--- src/rtl/core/irpd_pkg.sv ---
// Package for the IR remote pulse decoder: item codes, register indexes,
// frame constants and register reset values. No dependencies.
package irpd_pkg;

   localparam int unsigned EDGE_IDX_W = 6;
   localparam int unsigned CSR_IDX_W  = 3;
   localparam int unsigned CSR_DATA_W = 16;
   localparam int unsigned WIN_W      = 15;
   localparam int unsigned KEY_W      = 8;

   // Edge count that completes a frame
   localparam logic [EDGE_IDX_W-1:0] EDGES_PER_FRAME = 6'd34;

   // Command byte (frame bits 23:16) of the two keys, bit 16 in the LSB
   localparam logic [7:0] KEY_PATTERN_ZERO = 8'h16;
   localparam logic [7:0] KEY_PATTERN_ONE  = 8'h0C;

   localparam logic [KEY_W-1:0] KEY_NONE = 8'h00;
   localparam logic [KEY_W-1:0] KEY_ZERO = 8'h30;
   localparam logic [KEY_W-1:0] KEY_ONE  = 8'h31;

   localparam logic [15:0]      LEAD_MIN_RST   = 16'd13000;
   localparam logic [15:0]      LEAD_MAX_RST   = 16'd14000;
   localparam logic [15:0]      REPEAT_MIN_RST = 16'd11000;
   localparam logic [15:0]      REPEAT_MAX_RST = 16'd12000;
   localparam logic [WIN_W-1:0] ZERO_MIN_RST   = 15'd1000;
   localparam logic [WIN_W-1:0] ZERO_MAX_RST   = 15'd1500;
   localparam logic [WIN_W-1:0] ONE_MIN_RST    = 15'd2000;
   localparam logic [WIN_W-1:0] ONE_MAX_RST    = 15'd2500;

   typedef enum logic {
      CMD_EDGE  = 1'b0,
      CMD_CLEAR = 1'b1
   } cmd_type;

   typedef enum logic [CSR_IDX_W-1:0] {
      CSR_LEAD_MIN   = 3'd0,
      CSR_LEAD_MAX   = 3'd1,
      CSR_REPEAT_MIN = 3'd2,
      CSR_REPEAT_MAX = 3'd3,
      CSR_ZERO_MIN   = 3'd4,
      CSR_ZERO_MAX   = 3'd5,
      CSR_ONE_MIN    = 3'd6,
      CSR_ONE_MAX    = 3'd7
   } csr_idx_type;

endpackage

--- src/rtl/core/ir_remote_pulse_decoder_top.sv ---
// IR remote pulse decoder: edge timing, bit classification, key match.
// Depends on irpd_pkg.
//
//  channel | direction | handshake            | payload
//  req     | in        | req_valid/req_ready  | req_command, req_timestamp_us
//  rsp     | out       | rsp_valid/rsp_ready  | rsp_key_code, rsp_done_flag
//  csr     | in        | csr_we (no wait)     | csr_index, csr_wdata
//
// The item is held in an input register, then one pass of subtract, window
// compares and key match updates the decoder state, which is the result
// register. One item per cycle is taken while rsp is drained.
// A stalled result blocks the input register, and req_ready then falls.
// Reset clears both valid bits, the edge count, frame bits, key and done flag
// and restores the window registers; the last edge time needs no reset.
module ir_remote_pulse_decoder_top #(
   parameter int unsigned TIME_WIDTH = 32
) (
   input  logic                              clock,
   input  logic                              reset,
   input  logic                              req_valid,
   output logic                              req_ready,
   input  logic                              req_command,
   input  logic [31:0]                       req_timestamp_us,
   output logic                              rsp_valid,
   input  logic                              rsp_ready,
   output logic [irpd_pkg::KEY_W-1:0]        rsp_key_code,
   output logic                              rsp_done_flag,
   input  logic                              csr_we,
   input  logic [irpd_pkg::CSR_IDX_W-1:0]    csr_index,
   input  logic [irpd_pkg::CSR_DATA_W-1:0]   csr_wdata
);
   import irpd_pkg::*;

   // Window registers
   logic [15:0]      lead_min_ff, lead_max_ff, rep_min_ff, rep_max_ff;
   logic [WIN_W-1:0] zero_min_ff, zero_max_ff, one_min_ff, one_max_ff;

   // Input stage
   logic                  s1_valid_ff;
   cmd_type               s1_cmd_ff;
   logic [TIME_WIDTH-1:0] s1_time_ff;
   logic                  s1_adv;

   // Decoder state, also the result register
   logic                  out_valid_ff;
   logic [EDGE_IDX_W-1:0] edge_idx_ff, edge_idx_in;
   logic [TIME_WIDTH-1:0] last_time_ff;
   logic [31:0]           frame_ff, frame_in;
   logic [KEY_W-1:0]      key_ff, key_in;
   logic                  done_ff, done_in;

   logic [TIME_WIDTH-1:0] interval;
   logic [15:0]           ival16;
   logic                  is_lead, is_repeat, is_zero, is_one;
   logic [EDGE_IDX_W-1:0] bit_pos_full, idx_mid, idx_inc;
   logic [4:0]            bit_pos;
   logic [7:0]            cmd_byte;

   assign s1_adv    = s1_valid_ff && (!out_valid_ff || rsp_ready);
   assign req_ready = !s1_valid_ff || s1_adv;

   assign rsp_valid     = out_valid_ff;
   assign rsp_key_code  = key_ff;
   assign rsp_done_flag = done_ff;

   always_ff @(posedge clock) begin
      if (reset) begin
         lead_min_ff <= LEAD_MIN_RST;
         lead_max_ff <= LEAD_MAX_RST;
         rep_min_ff  <= REPEAT_MIN_RST;
         rep_max_ff  <= REPEAT_MAX_RST;
         zero_min_ff <= ZERO_MIN_RST;
         zero_max_ff <= ZERO_MAX_RST;
         one_min_ff  <= ONE_MIN_RST;
         one_max_ff  <= ONE_MAX_RST;
      end else if (csr_we) begin
         unique case (csr_idx_type'(csr_index))
            CSR_LEAD_MIN:   lead_min_ff <= csr_wdata;
            CSR_LEAD_MAX:   lead_max_ff <= csr_wdata;
            CSR_REPEAT_MIN: rep_min_ff  <= csr_wdata;
            CSR_REPEAT_MAX: rep_max_ff  <= csr_wdata;
            CSR_ZERO_MIN:   zero_min_ff <= csr_wdata[WIN_W-1:0];
            CSR_ZERO_MAX:   zero_max_ff <= csr_wdata[WIN_W-1:0];
            CSR_ONE_MIN:    one_min_ff  <= csr_wdata[WIN_W-1:0];
            CSR_ONE_MAX:    one_max_ff  <= csr_wdata[WIN_W-1:0];
            default:        lead_min_ff <= lead_min_ff;
         endcase
      end
   end

   always_ff @(posedge clock) begin
      if (reset) begin
         s1_valid_ff <= 1'b0;
      end else if (req_ready) begin
         s1_valid_ff <= req_valid;
      end
   end

   always_ff @(posedge clock) begin
      if (req_valid && req_ready) begin
         s1_cmd_ff  <= cmd_type'(req_command);
         s1_time_ff <= req_timestamp_us[TIME_WIDTH-1:0];
      end
   end

   // Interval and window classification
   always_comb begin
      interval  = s1_time_ff - last_time_ff;
      ival16    = interval[15:0];
      is_lead   = (interval > TIME_WIDTH'(lead_min_ff)) &&
                  (interval < TIME_WIDTH'(lead_max_ff));
      is_repeat = (interval > TIME_WIDTH'(rep_min_ff)) &&
                  (interval < TIME_WIDTH'(rep_max_ff));
      // negative after the 16-bit cut never falls in a bit window
      is_zero   = !ival16[15] && (ival16[WIN_W-1:0] > zero_min_ff) &&
                  (ival16[WIN_W-1:0] < zero_max_ff);
      is_one    = !ival16[15] && (ival16[WIN_W-1:0] > one_min_ff) &&
                  (ival16[WIN_W-1:0] < one_max_ff);
      bit_pos_full = edge_idx_ff - EDGE_IDX_W'(2);
      bit_pos      = bit_pos_full[4:0];
   end

   // Next decoder state for the item in the input stage
   always_comb begin
      edge_idx_in = edge_idx_ff;
      frame_in    = frame_ff;
      key_in      = key_ff;
      done_in     = done_ff;
      idx_mid     = edge_idx_ff;
      cmd_byte    = 8'h00;
      idx_inc     = edge_idx_ff;
      if (s1_cmd_ff == CMD_CLEAR) begin
         done_in = 1'b0;
      end else begin
         if (edge_idx_ff != '0) begin
            if (is_lead) begin
               idx_mid = EDGE_IDX_W'(1);
            end else begin
               if (is_repeat) begin
                  done_in = 1'b1;
               end
               if (edge_idx_ff >= EDGE_IDX_W'(2)) begin
                  priority if (is_zero) begin
                     frame_in[bit_pos] = 1'b0;
                  end else if (is_one) begin
                     frame_in[bit_pos] = 1'b1;
                  end else begin
                     // out of both windows: the bit keeps its old value
                  end
               end
            end
         end
         idx_inc  = idx_mid + EDGE_IDX_W'(1);
         cmd_byte = frame_in[23:16];
         if (idx_inc == EDGES_PER_FRAME) begin
            edge_idx_in = '0;
            priority if (cmd_byte == KEY_PATTERN_ZERO) begin
               key_in  = KEY_ZERO;
               done_in = 1'b1;
            end else if (cmd_byte == KEY_PATTERN_ONE) begin
               key_in  = KEY_ONE;
               done_in = 1'b1;
            end else begin
               key_in = KEY_NONE;
            end
         end else begin
            edge_idx_in = idx_inc;
         end
      end
   end

   always_ff @(posedge clock) begin
      if (reset) begin
         out_valid_ff <= 1'b0;
         edge_idx_ff  <= '0;
         frame_ff     <= '0;
         key_ff       <= KEY_NONE;
         done_ff      <= 1'b0;
      end else begin
         if (s1_adv) begin
            out_valid_ff <= 1'b1;
            edge_idx_ff  <= edge_idx_in;
            frame_ff     <= frame_in;
            key_ff       <= key_in;
            done_ff      <= done_in;
         end else if (rsp_ready) begin
            out_valid_ff <= 1'b0;
         end
      end
   end

   always_ff @(posedge clock) begin
      if (s1_adv && (s1_cmd_ff == CMD_EDGE)) begin
         last_time_ff <= s1_time_ff;
      end
   end

endmodule

--- config.mk ---
export PLATFORM = sky130hd
export DESIGN_NAME = ir_remote_pulse_decoder_top
export DESIGN_NICKNAME = d
export VERILOG_FILES = /design/src/rtl/core/irpd_pkg.sv /design/src/rtl/core/ir_remote_pulse_decoder_top.sv
export SDC_FILE = /design/constraint.sdc
export NUM_CORES = 1
export LEC_CHECK = 0
export ABC_AREA = 1
export BUFFER_PORTS_ARGS = -buffer_cell sky130_fd_sc_hd__buf_2
export CORE_MARGIN = 8
export CORE_UTILIZATION = 25
export DETAILED_ROUTE_END_ITERATION = 7
export GPL_TIMING_DRIVEN = 0
export PLACE_DENSITY_LB_ADDON = 0.1
export SLEW_MARGIN = 25
export SYNTH_ARGS = -nofsm -noshare
export SYNTH_HDL_FRONTEND = slang
export SYNTH_SLANG_ARGS = --single-unit
--- constraint.sdc ---
create_clock -name clock -period 4.4 [get_ports clock]
set_input_delay 0.44 -clock clock [delete_from_list [all_inputs] [get_ports clock]]
set_output_delay 0.44 -clock clock [all_outputs]
set_load 0.03 [all_outputs]
==> results.toml, run 1 <==
[status]
status = "finished, final reports clean"

[clock_tree]
clk_pin_slew_worst_paths_ns = 0.06
clkLatencyLatePin_ns = 0.57
htreeDepth = 1
numClockSinks = 208
numCtsBuffers = 29
cts_tree = "yes"
clock_tree.buffer_depth = 3
postCtsHoldBufs = 0
root_buffer = "clkbuf_16"

[timing]
slew_headroom = 0.410
finalMaxSlewViolations = 0
tightest_slew_ns = 0.885
final_hold_viol_count = 0
fin_crit_ns = 4.22
finalSetupViolations = 0
final.setup_skew_ns = 0.0169
min_period_over_period = 0.959
setup_slack_ns = 0.182
rsz0062_at_grt = "true"
max_freq_mhz = 237

[floorplanning]
pin_count = 68
dieWidth_um = 248
start_util = 0.251
core-area_um2 = 53400
die_area_um2 = 61300
die_y_um = 248
rows = 85

[drt]
drt_iter0_drc = 533
drc_errors = 0
wl_per_cell_um = 16.1
drtPass1Iterations = 5
wl_um = 43600
via_per_inst = 4.41
ant_nets = 0
vias = 11900

[finish]
multi_input_area_um2 = 8010
final_common_cell = "nand2_1"
seq_area_um2 = 4810
final_cell_mix = "nand2_1, inv_1, a21oi_1"
drive_gt1_frac = 0.171
n_fill_cell = 5759
area_delta_synth_final_pct = 27.2
nets = 2197

[worst_setup_path]
crit_path_end_kind = "flop"
critical-path-max-stage-delay_ns = 0.45
critPathBufInv = 4
cp.arrival_ns = 4.67
rrSetupSlack_ns = 0.18
cpMaxStageDelayCell = "edfxtp_1"
crit_fanout = 5
crit_family = "simple AND/OR/NAND/NOR gates"
critical_path_class = "reg2reg"
required_ns = 4.85
start_kind = "flop"

[job]
cap_violations = 0

[place]
portBuffers = 59
hpwlAfterDp_um = 33000
place_ws_ns = -1.65
place.gp.congestion = 0.839

[global_route]
grt.overflow.total = 0
grt_max_degree = 34
track_usage = 0.140
grt_first_pass_wirelength_um = 66000
antenna_found_initial = 0
grt_pass1_vias = 11400

[yosys]
synth_flop_cell = "dfxtp_1"
synth_cell_types = 46
synth_seq_area_share = 0.359
synth_seq_cells = 208
synthCells = 1823
yosys_warnings = 0
async_flop_share = 0
syn_area_um2 = 13400
syn_avg_cell_area_um2 = 7.35
synth_edf_count = 65

[power_and_ir_drop]
leakage_nw = 7.85
sw_frac_of_total = 0.318
combPwrFrac = 0.256
intPower_mw = 4.05
design_power_total_mw = 5.94
powerDensity_nw_per_um2 = 348
p_clk_frac = 0.393
seqPwrFrac = 0.351
p_sw_mw = 1.89
max-vdd-ir-drop_mv = 0.304

[min_path]
hp-class = "in2reg"
registers in the layout, summed over array words and instances, names as in the netlist:
register	cells
edge_idx_ff	6
frame_ff	8
last_time_ff	32
lead_max_ff	16
lead_min_ff	16
one_max_ff	15
one_min_ff	15
rep_max_ff	16
rep_min_ff	16
rsp_done_flag	1
rsp_key_code	2
rsp_valid	1
s1_cmd_ff	1
s1_time_ff	32
s1_valid_ff	1
zero_max_ff	15
zero_min_ff	15
routing by layer:
layer,share of wire,global-route usage,up-vias
li1,-,-,6258
met1,0.50,0.197,5433
met2,0.44,0.224,181
met3,0.038,0.0185,50
met4,0.025,0.0345,0
met5,0,0,-
kinds of logic (layout without fill, tap and decap cells):
| group | count (synthesis) | after routing | synth area share |
|---|---|---|---|
| compound gates | 341 | 341 | 0.141 |
| other cells | 1 | 6 | 0.000280 |
| buf+inv | 397 | 577 | 0.115 |
| xor+xnor | 17 | 17 | 0.0111 |
| fa+ha+maj | 155 | 155 | 0.145 |
| simple gates | 704 | 704 | 0.229 |
| flops | 208 | 208 | 0.359 |
synthesized netlist by cell type, types with 7 or more instances:
cell type | instances | area (µm²)
a21oi_1 | 162 | 811
buf_4 | 7 | 52.6
clkbuf_1 | 32 | 120
dfxtp_1 | 143 | 2860
edfxtp_1 | 65 | 1950
ha_1 | 154 | 1930
inv_1 | 340 | 1280
inv_2 | 7 | 26.3
nand2_1 | 417 | 1570
nand2_2 | 16 | 100
nand3_1 | 66 | 330
nand3_2 | 7 | 70.1
nand4_1 | 30 | 188
nor2_1 | 114 | 428
nor2_2 | 9 | 56.3
nor3_1 | 17 | 85.1
o211ai_1 | 51 | 383
o21ai_0 | 111 | 556
xor2_1 | 14 | 123
worst paths after layout:
kind	endpoint	cells after the start	startpoint
max	rsp_key_code[0]	31	s1_time_ff[2]
min	s1_time_ff[27]	1	req_timestamp_us[27]
max reg2reg	rsp_key_code[0]	31	s1_time_ff[2]
min reg2reg	lead_min_ff[14]	2	lead_min_ff[14]
cell type report:
| cell class | instances | share of cell area |
|---|---|---|
| Inverter | 349 | 0.0772 |
| Tap cell | 696 | 0.0510 |
| Clock buffer | 40 | 0.0455 |
| Timing Repair Buffer | 127 | 0.0520 |
| Antenna cell | 1 | 0.000147 |
| Sequential cell | 208 | 0.282 |
| Buffer | 48 | 0.0136 |
| Clock inverter | 13 | 0.00909 |
| Multi-Input combinational cell | 1222 | 0.469 |
stage by stage:
step / hold WS, ns / area (µm²) / utilization / TNS, ns / instances
after global routing: 0.0139 / 17100 / 0.319 / -0.0572 / 2703
after global placement: 0.444 / 14600 / 0.273 / -22.82 / 2582
final: 0.0436 / 17100 / 0.320 / 0 / 2704
after CTS: 0.00148 / 16400 / 0.308 / 0 / 2667
after detailed placement: 0.446 / 14800 / 0.278 / -18.28 / 2595
after floorplan: 0.426 / 13400 / - / 0 / 1827
power by group through the flow:
stage	logic [mW]	registers [mW]	clock network, mW
detailed placement	1.29	2.12	0
finish	1.52	2.09	2.34
global route	1.70	2.10	2.50
CTS	1.41	2.09	2.43
global placement	1.22	2.13	0
floorplan	0.807	2.12	0
timing repair:
action	4_1_cts	5_1_grt
gates resized for setup	86	80
gates cloned	0	0
pin swaps	25	63
setup buffers	19	37
endpoints found under the setup margin	17	8
(Power assumes the default switching activity.)
==> inputs of run 2 (changes only) <==
Clock period 4.4 ns to 3.9 ns, I/O delays scaled along.
==> results.toml, run 2 (synthesis results as in run 1) <==
[status]
status = "finished with violations"
violations = "negative setup slack"

[global_route]
track_usage = 0.144
grt_first_pass_wirelength_um = 68200
grt.overflow.total = 0
grt_max_degree = 34
grt_pass1_vias = 11900
antenna_found_initial = 0

[worst_setup_path]
path_common_cell = "nor2_4"
crit_path_end = "rsp_key_code[0]"
reg2reg_to = "rsp_key_code[0]"
reg2regPathDepth = 29
rrSetupSlack_ns = -0.33
crit_path_end_kind = "flop"
critical-path-max-stage-delay_ns = 0.38
timing.rr.start = "s1_time_ff[0]"
start_kind = "flop"
cpMaxStageDelayCell = "edfxtp_1"
critical_path_class = "reg2reg"
critPathLaunch = "s1_time_ff[0]"
crit_fanout = 4
cp.arrival_ns = 4.70
required_ns = 4.37

[clock_tree]
clkLatencyLatePin_ns = 0.57
clock_tree.buffer_depth = 3
htreeDepth = 1
numCtsBuffers = 29
cts_tree = "yes"
clk_pin_slew_worst_paths_ns = 0.06
root_buffer = "clkbuf_16"
numClockSinks = 208

[drt]
drt_iter0_drc = 522
via_per_inst = 4.43
drc_errors = 0
vias = 12200
drtPass1Iterations = 5
ant_nets = 0
wl_per_cell_um = 16.0
wl_um = 44300

[place]
place.gp.congestion = 0.852
hpwlAfterDp_um = 32200
dp.cells = 2587
place_ws_ns = -1.52
portBuffers = 59

[finish]
n_fill_cell = 5710
top_regs = "last_time_ff: 32 flops, s1_time_ff: 32 flops"
final_common_cell = "nand2_1"
nets = 2259
area_delta_synth_final_pct = 32.8
final_cell_mix = "nand2_1, inv_1, a21oi_1"
diodes = 0
stdcell_count = 2765
drive_gt1_frac = 0.194

[power_and_ir_drop]
max-vdd-ir-drop_mv = 0.323
powerDensity_nw_per_um2 = 388
leakage_nw = 8.21
design_power_total_mw = 6.91

[timing]
min_period_over_period = 1.09
final_hold_viol_count = 0
tightest_slew_ns = 0.824
fin_setup_tns_ns = -2.09
setup_slack_ns = -0.332
finalSetupViolations = 7
whs_ns = 0.103
slew_headroom = 0.450
finalMaxSlewViolations = 0
max_freq_mhz = 236
fin_crit_ns = 4.23
final.setup_skew_ns = 0.0109
rsz0062_at_grt = "true"

[floorplanning]
pin_count = 68
die_y_um = 248
dieWidth_um = 248
start_util = 0.251
die_area_um2 = 61300
core-area_um2 = 53400
rows = 85

[min_path]
hold_depth = 4
hp-class = "in2reg"

[job]
cap_violations = 0
[run 2: cell types whose count changed in the layout (fill, tap and decap cells not counted), moves of 7 or more]
cell / change
nand2_2: +7
nand2_1: -9
buf_4: +26
dlygate4sd3_1: +33
a21oi_2: +7
[run 2: layout make-up]
class                   count  area [µm²]  area share
repair buffers            189        1480      0.0830
clock inverters            13         153     0.00858
clock buffers              40         827      0.0465
inverters                 349        1320      0.0739
plain buffers              48         240      0.0135
flip-flops and latches    208        4810       0.270
multi-input cells        1222        8100       0.455
well taps                 696         871      0.0489
[run 2: worst min path at each step]
stage	startpoint	endpoint
floorplan	s1_time_ff[0]	last_time_ff[0]
global placement	s1_time_ff[0]	last_time_ff[0]
global route	rsp_ready	rsp_valid
CTS	rsp_ready	rsp_valid
detailed placement	s1_time_ff[0]	last_time_ff[0]
finish	rsp_ready	rsp_valid
[run 2: per-layer routing]
metal,track usage,routed length [µm],up-vias
met5,0,0,-
met4,0.0414,1320,0
met3,0.0204,1500,65
met2,0.240,20400,166
met1,0.193,21100,5630
li1,-,-,6385
[run 2: worst max-delay path: cells and delay by family, from the launching register on]
| kind | cells | cell delay [ns] |
|---|---|---|
| and+or+nand+nor | 17 | 1.87 |
| adders and majority gates | 4 | 0.93 |
| buffers and inverters | 5 | 0.48 |
| DFF | 1 | 0.38 |
| AOI/OAI and AO/OA | 2 | 0.26 |
| xor gates and xnor gates | 1 | 0.20 |
[run 2: power by group]
| part | leakage, nW | internal, mW | switching (mW) |
|---|---|---|---|
| clock network | 0.485 | 1.67 | 1.05 |
| logic | 5.94 | 0.748 | 1.08 |
| registers | 1.78 | 2.32 | 0.0338 |
[run 2: stage by stage]
stage | util | cell area, µm²
detailed placement | 0.280 | 15000
global route | 0.333 | 17800
floorplan | - | 13700
finish | 0.333 | 17800
global placement | 0.278 | 14900
CTS | 0.325 | 17400
[run 2: repair_timing]
item,4_1_cts,5_1_grt
endpoints found under the setup margin,17,17
hold buffers,33,0
pin swaps,68,56
gates resized for setup,108,56
buffers inserted,70,22
endpoints found under the hold margin,33,0
==> inputs of run 3 (changes only) <==
==> constraint.sdc (replaced) <==
create_clock -name clock -period 3.9 [get_ports clock]
set_input_delay 0.975 -clock clock [delete_from_list [all_inputs] [get_ports clock]]
set_output_delay 0.975 -clock clock [all_outputs]
set_load 0.03 [all_outputs]
==> results.toml, run 3 (synthesis results as in run 1) <==
[finish]
nets = 2226
top_regs = "last_time_ff: 32 flops, s1_time_ff: 32 flops"
area_delta_synth_final_pct = 30.3
final_common_cell = "nand2_1"
final_cell_area_um2 = 17500
drive_gt1_frac = 0.197
stdcell_count = 2732
diodes = 0
final_cell_mix = "nand2_1, inv_1, a21oi_1"

[place]
place.gp.congestion = 0.852
dp.cells = 2587
hpwlAfterDp_um = 32200
postPlaceCellArea_um2 = 15000
portBuffers = 59

[timing]
setup_slack_ns = -0.335
final.setup_skew_ns = 0.0113
rsz0062_at_grt = "true"
fin_crit_ns = 4.24
tightest_slew_ns = 0.818
whs_ns = 0.460
max_freq_mhz = 236
finalMaxSlewViolations = 0
finalSetupViolations = 7
slew_headroom = 0.454
final_hold_viol_count = 0
min_period_over_period = 1.09

[power_and_ir_drop]
leakage_nw = 8.07
design_power_total_mw = 6.88
max-vdd-ir-drop_mv = 0.324
powerDensity_nw_per_um2 = 394

[status]
violations = "negative setup slack"
status = "finished with violations"

[drt]
ant_nets = 0
wl_per_cell_um = 16.2
drt_iter0_drc = 553
drtPass1Iterations = 4
via_per_inst = 4.45
vias = 12200
wl_um = 44200
drc_errors = 0

[global_route]
track_usage = 0.144
grt_max_degree = 34
grt_first_pass_wirelength_um = 67900
grt_pass1_vias = 11800
antenna_found_initial = 0
grt.overflow.total = 0

[clock_tree]
root_buffer = "clkbuf_16"
numClockSinks = 208
cts_tree = "yes"
clkLatencyLatePin_ns = 0.57
clk_pin_slew_worst_paths_ns = 0.06
numCtsBuffers = 29
htreeDepth = 1
clock_tree.buffer_depth = 3
postCtsHoldBufs = 0

[min_path]
hp-class = "reg2reg"

[floorplanning]
core-area_um2 = 53400
dieWidth_um = 248
start_util = 0.251
die_y_um = 248
pin_count = 68
rows = 85
die_area_um2 = 61300

[worst_setup_path]
crit_fanout = 4
cp.arrival_ns = 4.70
crit_path_end_kind = "flop"
critical_path_class = "reg2reg"
start_kind = "flop"
required_ns = 4.37
path_common_cell = "nor2_4"
critical-path-max-stage-delay_ns = 0.38
cpMaxStageDelayCell = "edfxtp_1"
rrSetupSlack_ns = -0.34

[job]
cap_violations = 0
run 3: metrics by stage:
step | TNS [ns] | util | setup slack, ns
floorplan | 0 | - | 0.00328
finish | -2.11 | 0.327 | -0.335
global placement | -31.89 | 0.278 | -1.74
CTS | -1.76 | 0.319 | -0.299
global route | -4.56 | 0.327 | -0.608
detailed placement | -17.76 | 0.280 | -1.52
run 3: area by class of cell:
class,count,area [µm²]
Clock inverter,13,153
Tap cell,696,871
Clock buffer,40,827
Sequential cell,208,4810
Multi-Input combinational cell,1222,8100
Timing Repair Buffer,156,1150
Buffer,48,240
Fill cell,5734,35900
Inverter,349,1320
run 3: critical path, delay by kind of cell, from the launching register on:
kind                     cells  cell delay [ns]
AND/OR/NAND/NOR             17             1.87
adder cells (fa/ha/maj)      4             0.93
buffers and inverters        5             0.48
flip-flops                   1             0.38
AO/OA/AOI/OAI                2             0.26
XOR/XNOR                     1             0.20
run 3: power by group:
part	internal, mW	total (mW)	switching (mW)
sequential	2.32	2.36	0.0337
combinational	0.727	1.81	1.08
clock	1.67	2.72	1.05
run 3: worst paths after layout:
check	end	cells after the start	start
worst max register to register	rsp_key_code[0]	29	s1_time_ff[0]
worst min register to register	rep_max_ff[4]	2	rep_max_ff[4]
worst max-delay path	rsp_key_code[0]	29	s1_time_ff[0]
worst min-delay path	rep_max_ff[4]	2	rep_max_ff[4]
run 3: repair_timing:
item / CTS / global route
setup buffers: 70 / 22
resized for setup: 108 / 56
setup endpoints to repair: 17 / 17
gates cloned: 0 / 0
pin swaps: 68 / 56
run 3: layer usage:
metal | vias up | GRT usage | routed length (µm)
met5 | - | 0 | 0
met4 | 0 | 0.0414 | 1320
met3 | 65 | 0.0206 | 1590
met2 | 176 | 0.239 | 20400
met1 | 5610 | 0.193 | 20900
li1 | 6320 | - | -
